## src/design/sra_pkg.sv

```systemverilog
package sra_pkg;

   localparam int MAX_CHANNELS = 1024;
   localparam int MAX_AVG      = 16;

   localparam int CH_W       = $clog2(MAX_CHANNELS);
   localparam int NCH_W      = 11;
   localparam int AVG_W      = 5;
   localparam int SAMPLE_W   = 32;
   localparam int QUANT_W    = 8;
   localparam int SUM_W      = 64;
   localparam int GSUM_W     = 12;
   localparam int PROD_W     = 16;
   localparam int DIV_W      = 32;
   localparam int DIV_CNT_W  = 6;
   localparam int CSR_IDX_W  = 3;
   localparam int CSR_DATA_W = 32;

   localparam logic [NCH_W-1:0] NCH_MAX = NCH_W'(MAX_CHANNELS);
   localparam logic [AVG_W-1:0] AVG_MAX = AVG_W'(MAX_AVG);

   localparam logic [CSR_IDX_W-1:0] CSR_NUM_CHANNELS   = 3'd0;
   localparam logic [CSR_IDX_W-1:0] CSR_AVG_FACTOR     = 3'd1;
   localparam logic [CSR_IDX_W-1:0] CSR_RESCALE_ENABLE = 3'd2;
   localparam logic [CSR_IDX_W-1:0] CSR_RANGE_SET      = 3'd3;
   localparam logic [CSR_IDX_W-1:0] CSR_RANGE_LOW      = 3'd4;
   localparam logic [CSR_IDX_W-1:0] CSR_RANGE_HIGH     = 3'd5;

   localparam logic CMD_SAMPLE = 1'b0;
   localparam logic CMD_READ   = 1'b1;

   localparam logic KIND_BYTE = 1'b0;
   localparam logic KIND_MEAN = 1'b1;

   localparam logic [DIV_CNT_W-1:0] DIV_STEPS_QUANT = DIV_CNT_W'(QUANT_W);
   localparam logic [DIV_CNT_W-1:0] DIV_STEPS_AVG   = DIV_CNT_W'(GSUM_W);
   localparam logic [DIV_CNT_W-1:0] DIV_STEPS_MEAN  = DIV_CNT_W'(DIV_W);

   typedef struct packed {
      logic                cmd;
      logic [SAMPLE_W-1:0] sample_value;
      logic [CH_W-1:0]     read_channel;
   } sra_req_type;

   typedef struct packed {
      logic                kind;
      logic [CH_W-1:0]     out_channel;
      logic [QUANT_W-1:0]  quant_value;
      logic                last_of_spectrum;
      logic [SAMPLE_W-1:0] mean_power;
      logic [SAMPLE_W-1:0] raw_min;
      logic [SAMPLE_W-1:0] raw_max;
   } sra_rsp_type;

   typedef struct packed {
      logic                 start;
      logic [DIV_CNT_W-1:0] steps;
      logic [DIV_W-1:0]     hi;
      logic [DIV_W-1:0]     lo;
      logic [DIV_W-1:0]     divisor;
   } sra_div_req_type;

   typedef struct packed {
      logic             done;
      logic [DIV_W-1:0] quotient;
   } sra_div_rsp_type;

   typedef struct packed {
      logic             rd_en;
      logic [CH_W-1:0]  rd_addr;
      logic             wr_en;
      logic [CH_W-1:0]  wr_addr;
      logic [SUM_W-1:0] wr_data;
   } sra_mem_req_type;

endpackage

```

## src/design/sra_div.sv

```systemverilog
module sra_div import sra_pkg::*; (
   input  logic            clock,
   input  logic            reset,
   input  sra_div_req_type div_req,
   output sra_div_rsp_type div_rsp
);

   logic                 busy_ff, busy_in;
   logic                 done_ff, done_in;
   logic [DIV_CNT_W-1:0] cnt_ff, cnt_in;
   logic [DIV_W-1:0]     rem_ff, rem_in;
   logic [DIV_W-1:0]     low_ff, low_in;
   logic [DIV_W-1:0]     quo_ff, quo_in;
   logic [DIV_W-1:0]     divisor_ff, divisor_in;
   logic [DIV_W:0]       rem_shift;
   logic [DIV_W:0]       rem_diff;

   assign rem_shift = {rem_ff, low_ff[DIV_W-1]};
   assign rem_diff  = rem_shift - {1'b0, divisor_ff};

   always_comb begin
      busy_in    = busy_ff;
      done_in    = 1'b0;
      cnt_in     = cnt_ff;
      rem_in     = rem_ff;
      low_in     = low_ff;
      quo_in     = quo_ff;
      divisor_in = divisor_ff;
      if (div_req.start) begin
         busy_in    = 1'b1;
         cnt_in     = div_req.steps;
         rem_in     = div_req.hi;
         low_in     = div_req.lo;
         quo_in     = '0;
         divisor_in = div_req.divisor;
      end else if (busy_ff) begin
         low_in = {low_ff[DIV_W-2:0], 1'b0};
         if (!rem_diff[DIV_W]) begin
            rem_in = rem_diff[DIV_W-1:0];
            quo_in = {quo_ff[DIV_W-2:0], 1'b1};
         end else begin
            rem_in = rem_shift[DIV_W-1:0];
            quo_in = {quo_ff[DIV_W-2:0], 1'b0};
         end
         cnt_in = cnt_ff - DIV_CNT_W'(1);
         if (cnt_ff == DIV_CNT_W'(1)) begin
            busy_in = 1'b0;
            done_in = 1'b1;
         end
      end
   end

   always_ff @(posedge clock) begin
      if (reset) begin
         busy_ff <= 1'b0;
         done_ff <= 1'b0;
         cnt_ff  <= '0;
      end else begin
         busy_ff <= busy_in;
         done_ff <= done_in;
         cnt_ff  <= cnt_in;
      end
      rem_ff     <= rem_in;
      low_ff     <= low_in;
      quo_ff     <= quo_in;
      divisor_ff <= divisor_in;
   end

   assign div_rsp.done     = done_ff;
   assign div_rsp.quotient = quo_ff;

endmodule

```

## config.mk

```make
export PLATFORM = sky130hd
export DESIGN_NAME = sra_div
export DESIGN_NICKNAME = d
export VERILOG_FILES = /design/src/design/sra_pkg.sv /design/src/design/sra_div.sv
export SDC_FILE = /design/constraint.sdc
export NUM_CORES = 1
export LEC_CHECK = 0
export ABC_AREA = 0
export ABC_CLOCK_PERIOD_IN_PS = 2770
export BUFFER_PORTS_ARGS = -buffer_cell sky130_fd_sc_hd__buf_2
export CORE_MARGIN = 2
export CORE_UTILIZATION = 51
export DETAILED_ROUTE_END_ITERATION = 8
export GPL_TIMING_DRIVEN = 0
export PLACE_DENSITY = 0.77
export SLEW_MARGIN = 10
export SYNTH_ARGS = -nofsm -noshare
export SYNTH_HDL_FRONTEND = slang
export SYNTH_SLANG_ARGS = --single-unit
```

## constraint.sdc

```tcl
create_clock -name clock -period 2.77 [get_ports clock]
set_input_delay 0.1385 -clock clock [delete_from_list [all_inputs] [get_ports clock]]
set_output_delay 0.1385 -clock clock [all_outputs]
set_load 0.05 [all_outputs]
```

==> results.py, run 1 <==
metrics = {
    "outcome": {
        "status": "finished with violations",
        "violations": "setup timing",
    },
    "synth": {
        "synth_area_mm2": 0.007406,
        "synthCells": 692,
        "synth.distinct_cells": 66,
        "synthDominantCellAreaShare_pct": 38.93,
        "post-synth-top-area-cell": "edfxtp_1",
        "synth_nets": 832,
        "synthFlopType": "edfxtp_1",
        "ys_top_cells_by_area": "edfxtp_1 39%, dfxtp_1 11%, mux2i_1 6.5%, ha_1 5.7%, mux2_2 5.0%",
        "synth_edf_count": 96,
        "ys_seq_area_share_pct": 49.74,
        "async_reset_ff_share_pct": 0,
        "synth-seq-cells": 136,
        "synth_warnings": 0,
        "yosysMostFrequentCell": "edfxtp_1",
        "synth_area_per_cell_um2": 10.70,
        "ys_top_cells_by_count": "96 x edfxtp_1, 65 x nor2_1, 52 x a21oi_1, 52 x nand2_1, 48 x mux2i_1",
    },
    "min_path": {
        "min_path_type": "in -> reg",
    },
    "worst_setup_path": {
        "start_kind": "flip-flop",
        "crit_fanout": 5,
        "critPathSlowestCell": "edfxtp_1",
        "path_cells": "ha_1 -> buf_6 -> nand4_1 -> or2_1 -> nor2_1 -> nor2_1 -> mux2i_2 -> o41ai_4 -> buf_4 -> nor2_4 -> buf_4 -> o21ai_0 -> or3_1",
        "critical_path_class": "reg -> reg",
        "worstSetupEndpointType": "flip-flop",
        "worstPathRequired_ns": 2.95,
        "arrival_ns": 3.35,
        "max_stage_delay_ns": 0.40,
    },
    "timing": {
        "clock.fmax_mhz": 315.3,
        "rsz0062_at_grt": "true",
        "setup_viol": 33,
        "min_period_ns": 3.171,
        "worst_slew_pin_slew_ns": 0.8474,
        "relSlewSlack_pct": 43.51,
        "finalCritPeriodShare_pct": 114.5,
        "skew_ns": 0.005919,
        "slew_viol_final": 0,
        "setup_ws_ns": -0.4011,
        "final-hold-violation-count": 0,
    },
    "global_routing": {
        "grt_usage_pct": 24.60,
        "grt_max_degree": 65,
        "grt-ovfl-total": 0,
        "antenna_found_initial": 0,
        "grt_pass1_vias": 6422,
        "grt_pass1_wl_um": 30740,
    },
    "final_layout": {
        "fin_cells": 1125,
        "stdcell_area_mm2": 0.009977,
        "final_layout_size_suffix_gt1_share_pct": 31.56,
        "area_growth_pct": 34.72,
        "n_antenna_cell": 0,
        "nNetsFinal": 1068,
        "final_util_pct": 69.44,
    },
    "clocking": {
        "cts_max_path_buffers": 2,
        "tritoncts": "built",
        "numCtsBuffers": 17,
        "path_clk_slew_ns": 0.06,
        "clock-root-buffer": "clkbuf_16",
        "cts.sinks": 136,
        "htreeDepth": 4,
        "clk-insertion-delay-late_ns": 0.43,
    },
    "floorplanning": {
        "fp.dieH_um": 124.5,
        "pin_count": 138,
        "coreArea_mm2": 0.01437,
        "core.rowCount": 44,
        "fp.dieArea_mm2": 0.01550,
        "die_width_um": 124.5,
        "start_util_pct": 51.54,
    },
    "place": {
        "place_inst": 1012,
        "placed_area_mm2": 0.008356,
        "gp_congestion": 0.8613,
        "place.port_buffers": 136,
        "place_hpwl_um": 12310,
        "dp_slack_ns": -0.6808,
    },
    "detailed_routing": {
        "routed_via_density": 5.451,
        "routed-via-count": 6132,
        "wl_per_cell_um": 17.36,
        "drt_wl_total_um": 19530,
        "drtPass1Iterations": 6,
        "postRouteAntennaNets": 0,
        "initialDrtViolationCount": 404,
        "drc": 0,
    },
    "power": {
        "p_leak_nw": 4.273,
        "p_total_mw": 8.836,
        "peakVddDrop_v": 0.0005718,
        "cellPowerDensity_mw_per_mm2": 885.6,
    },
    "flow_run": {
        "drv_cap": 0,
    },
}
[kinds of logic (layout without fill, tap and decap cells)]
family	after synthesis	in the layout	share of synthesized area (%)
and+or+nand+nor	173	174	10.61
AOI/OAI and AO/OA	162	162	14.33
DFF	136	136	49.74
muxes	82	82	11.71
buffers and inverters	77	325	4.409
adders and majority gates	35	35	6.015
xor gates and xnor gates	27	27	3.193
[placed cells by master (no fill, tap or decap), types with 5 or more instances in the layout]
master,count
mux2_2,31
edfxtp_1,96
o21a_1,10
inv_1,43
a21oi_2,10
clkbuf_1,10
ha_4,8
nand2b_1,5
dlygate4sd3_1,49
a21oi_1,42
nor2b_1,5
ha_1,24
o21ai_0,25
nor2_1,65
a21o_1,9
mux2i_1,47
nor3_1,14
nand4_1,5
dfxtp_1,40
buf_4,31
clkbuf_16,17
buf_2,137
xor2_1,7
o21bai_1,6
xnor2_1,20
buf_6,6
inv_6,7
nand3_1,5
o21ai_1,16
nand2_1,49
o211ai_1,7
buf_1,9
[state kept, by name, summed over array words and instances, names as in the netlist]
signal      count
divisor_ff     32
busy_ff         1
rem_ff         32
quo_ff         32
done_ff         1
cnt_ff          6
low_ff         32
[worst paths after layout]
path / start / to / slack [ns] / cells past startpoint
min: div_req[81] / rem_ff[17] / 0.008 / 3
min reg2reg: quo_ff[5] / quo_ff[5] / 0.52 / 2
max reg2reg: rem_ff[24] / rem_ff[30] / -0.40 / 13
max: rem_ff[24] / rem_ff[30] / -0.40 / 13
[metrics by stage]
| stage | hold slack [ns] | setup TNS (ns) |
|---|---|---|
| floorplan | 0.2374 | -2.225 |
| global placement | 0.3160 | -94.67 |
| detailed placement | 0.3166 | -20.63 |
| CTS | 0.0006148 | -11.81 |
| global route | 0.001267 | -14.14 |
| finish | 0.007528 | -10.37 |
[routing by layer]
layer | track usage (%) | share of wire, % | vias up
li1 | - | - | 2976
met3 | 6.658 | 6.9 | 38
met4 | 8.460 | 2.6 | 0
met5 | 0 | 0 | -
met2 | 41.59 | 49 | 209
met1 | 30.45 | 42 | 2909
[report_power, final]
group	internal, mW	leakage [nW]	switching, mW	total, mW
Combinational	1.96	2.70	2.00	3.96
Clock	1.21	0.285	0.985	2.20
Sequential	2.51	1.28	0.164	2.68
Total	5.68	4.27	3.15	8.84
[repair_timing]
item                       CTS  global route
hold endpoints to repair    49             0
buffers inserted            17            18
resized for setup           14            47
setup endpoints to repair   33            33
pin swaps                   23            21
hold buffers                49             0
cloned                       1             1
[layout make-up]
type	instances	area (um2)
multi-input cells	480	3679
inverters	46	175.2
plain buffers	26	156.4
clock buffers	18	439.2
clock inverters	14	125.1
flip-flops and latches	136	3684
well taps	184	230.2
repair buffers	221	1489
fillers	1082	4392
[worst max-delay path: cells and delay by family (launching register included)]
kind,cells,cell delay (ns)
buffers and inverters,3,0.47
flip-flops,1,0.40
adder cells (fa/ha/maj),1,0.31
AO/OA/AOI/OAI,2,0.24
multiplexers,1,0.23
AND/OR/NAND/NOR,6,1.27
No activity file was read; power rests on OpenSTA's default activity.
==> run 2, diff against run 1 <==
--- a/config.mk
+++ b/config.mk
@@ -13,6 +13,7 @@
 export DETAILED_ROUTE_END_ITERATION = 8
 export GPL_TIMING_DRIVEN = 0
 export PLACE_DENSITY = 0.77
+export SKIP_LAST_GASP = 1
 export SLEW_MARGIN = 10
 export SYNTH_ARGS = -nofsm -noshare
 export SYNTH_HDL_FRONTEND = slang
==> run 2 against run 1 <==
  * The flow still finishes with violations (setup timing)
  * Global-route usage about the same
  * Power is 0.71% higher
  * Critical path depth unchanged
  * Core utilization up 0.29 points
  * Critical path type unchanged
  * Critical endpoint unchanged
  * Largest cell class is now multi-input combinational cells
==> results.py, run 2 (same netlist as run 1, synthesis figures left out) <==
metrics = {
    "floorplanning": {
        "core.rowCount": 44,
        "coreArea_mm2": 0.01437,
        "fp.dieArea_mm2": 0.01550,
        "pin_count": 138,
        "start_util_pct": 51.54,
        "die_width_um": 124.5,
        "fp.dieH_um": 124.5,
    },
    "power": {
        "clkPwrFrac_pct": 24.7,
        "netSwitchingPower_mw": 3.179,
        "cellPowerDensity_mw_per_mm2": 888.2,
        "pwr-share-seq_pct": 30.1,
        "internal-power_mw": 5.720,
        "peakVddDrop_v": 0.0005740,
        "p_leak_nw": 4.273,
        "p_total_mw": 8.899,
        "combPwrFrac_pct": 45.1,
        "p_sw_share_pct": 35.72,
    },
    "worst_setup_path": {
        "critPathSlowestCell": "edfxtp_1",
        "path_delay_family": "simple AND/OR/NAND/NOR gates",
        "path_buf_inv": 3,
        "path_cells": "ha_4 -> buf_6 -> nand4_1 -> or2_1 -> nor2_1 -> nor2_1 -> mux2i_2 -> o41ai_4 -> buf_4 -> nor2_4 -> buf_4 -> o21ai_0 -> or3_1",
        "ff2ff_setup_slack_ns": -0.39,
        "worstSetupEndpointType": "flip-flop",
        "ff2ff_path_depth": 13,
        "timing.rr.end": "rem_ff[30]",
        "r2r-start": "rem_ff[24]",
        "crit_fanout": 5,
        "arrival_ns": 3.34,
        "start_kind": "flip-flop",
        "max_stage_delay_ns": 0.43,
        "critical_path_class": "reg -> reg",
        "worstPathRequired_ns": 2.95,
    },
    "global_routing": {
        "grt_usage_pct": 24.55,
        "antenna_found_initial": 0,
        "grt_pass1_wl_um": 30690,
        "grt_pass1_vias": 6418,
        "grt_max_degree": 65,
        "grt-ovfl-total": 0,
    },
    "place": {
        "place_inst": 1012,
        "gp_congestion": 0.8613,
        "place.port_buffers": 136,
        "place_hpwl_um": 12310,
        "placed_area_mm2": 0.008356,
    },
    "clocking": {
        "path_clk_slew_ns": 0.06,
        "tritoncts": "built",
        "numCtsBuffers": 17,
        "clk-insertion-delay-late_ns": 0.43,
        "cts.sinks": 136,
        "cts_max_path_buffers": 2,
        "clock-root-buffer": "clkbuf_16",
        "htreeDepth": 4,
    },
    "final_layout": {
        "final_common_cell": "buf_2",
        "nNetsFinal": 1068,
        "final_cell_mix": "137 x buf_2, 96 x edfxtp_1, 65 x nor2_1, 49 x dlygate4sd3_1, 48 x nand2_1",
        "regArea_mm2": 0.003684,
        "nFillCells": 1070,
        "multiInputGateArea_mm2": 0.003717,
        "n_antenna_cell": 0,
        "stdcell_area_mm2": 0.01002,
        "fin_cells": 1125,
        "final_layout_size_suffix_gt1_share_pct": 32.09,
        "area_growth_pct": 35.28,
        "final_util_pct": 69.72,
    },
    "min_path": {
        "hold_start": "div_req[73]",
        "min_path_type": "in -> reg",
        "hold_depth": 3,
        "min_to": "rem_ff[9]",
    },
    "outcome": {
        "status": "finished with violations",
        "violations": "setup timing",
    },
    "timing": {
        "skew_ns": 0.006369,
        "slew_viol_final": 0,
        "min_period_ns": 3.162,
        "clock.fmax_mhz": 316.3,
        "setup_viol": 33,
        "final-hold-violation-count": 0,
        "relSlewSlack_pct": 43.09,
        "setup_ws_ns": -0.3920,
        "finalCritPeriodShare_pct": 114.2,
        "worst_slew_pin_slew_ns": 0.8537,
        "rsz0062_at_grt": "true",
        "fin_tns_setup_ns": -10.53,
    },
    "detailed_routing": {
        "postRouteAntennaNets": 0,
        "initialDrtViolationCount": 423,
        "drtPass1Iterations": 5,
        "routed-via-count": 6170,
        "routed_via_density": 5.484,
        "drt_wl_total_um": 19570,
        "drc": 0,
        "wl_per_cell_um": 17.39,
    },
    "flow_run": {
        "drv_cap": 0,
    },
}
==> run 2: cell counts in the layout (fill, tap and decap cells not counted) <==
Identical to the previous run, type by type.
==> run 2: worst reg2reg max path: cells and delay by family, from the launching register on <==
kind	cells	cell delay, ns
adders and majority gates	1	0.29
buffers and inverters	3	0.44
and+or+nand+nor	6	1.29
DFF	1	0.43
muxes	1	0.23
AOI/OAI and AO/OA	2	0.24
==> run 2: repair_timing <==
action | in CTS | in global routing
hold endpoints to repair | 49 | 0
setup buffers | 17 | 18
gates cloned | 1 | 1
setup endpoints to repair | 33 | 33
hold buffers | 49 | 0
gates resized for setup | 13 | 56
pin swaps | 22 | 28
==> run 2: how the worst max path moves through the flow <==
stage | depth (start not counted) | end | slack, ns | startpoint
after floorplan | 14 | rem_ff[1] | -0.21 | low_ff[31]
after global placement | 5 | low_ff[8] | -1.24 | div_req[102]
after detailed placement | 14 | rem_ff[1] | -0.68 | low_ff[31]
after CTS | 15 | rem_ff[2] | -0.44 | low_ff[31]
after global routing | 13 | rem_ff[30] | -0.47 | rem_ff[24]
final | 13 | rem_ff[30] | -0.39 | rem_ff[24]
==> run 2: final cells by class <==
class	instances	area share [%]
buffer	26	1.511
timing repair buffer	221	14.94
inverter	46	1.748
tap	184	2.298
multi-input combinational	480	37.10
sequential	136	36.77
clock buffer	18	4.384
clock inverter	14	1.249
==> run 2: routing by layer <==
layer	vias to the layer above	global-route usage (%)	routed length (um)
li1	2977	-	-
met4	0	8.063	468
met3	40	6.658	1436
met1	2926	30.48	8213
met2	227	41.59	9448
met5	-	0	0
==> run 2: power groups by stage <==
| stage | Sequential [mW] | Combinational, mW | Clock (mW) |
|---|---|---|---|
| global placement | 2.69 | 2.80 | 0 |
| CTS | 2.66 | 3.31 | 2.22 |
| floorplan | 2.66 | 2.23 | 0 |
| finish | 2.68 | 4.02 | 2.20 |
| detailed placement | 2.69 | 2.86 | 0 |
| global route | 2.71 | 4.30 | 2.30 |
==> run 2: per-stage QoR <==
stage | hold slack [ns] | setup slack [ns]
after floorplan | 0.2374 | -0.2104
after global placement | 0.3160 | -1.237
after detailed placement | 0.3166 | -0.6808
after CTS | 0.0006148 | -0.4367
after global routing | 0.001268 | -0.4710
final | 0.007024 | -0.3920
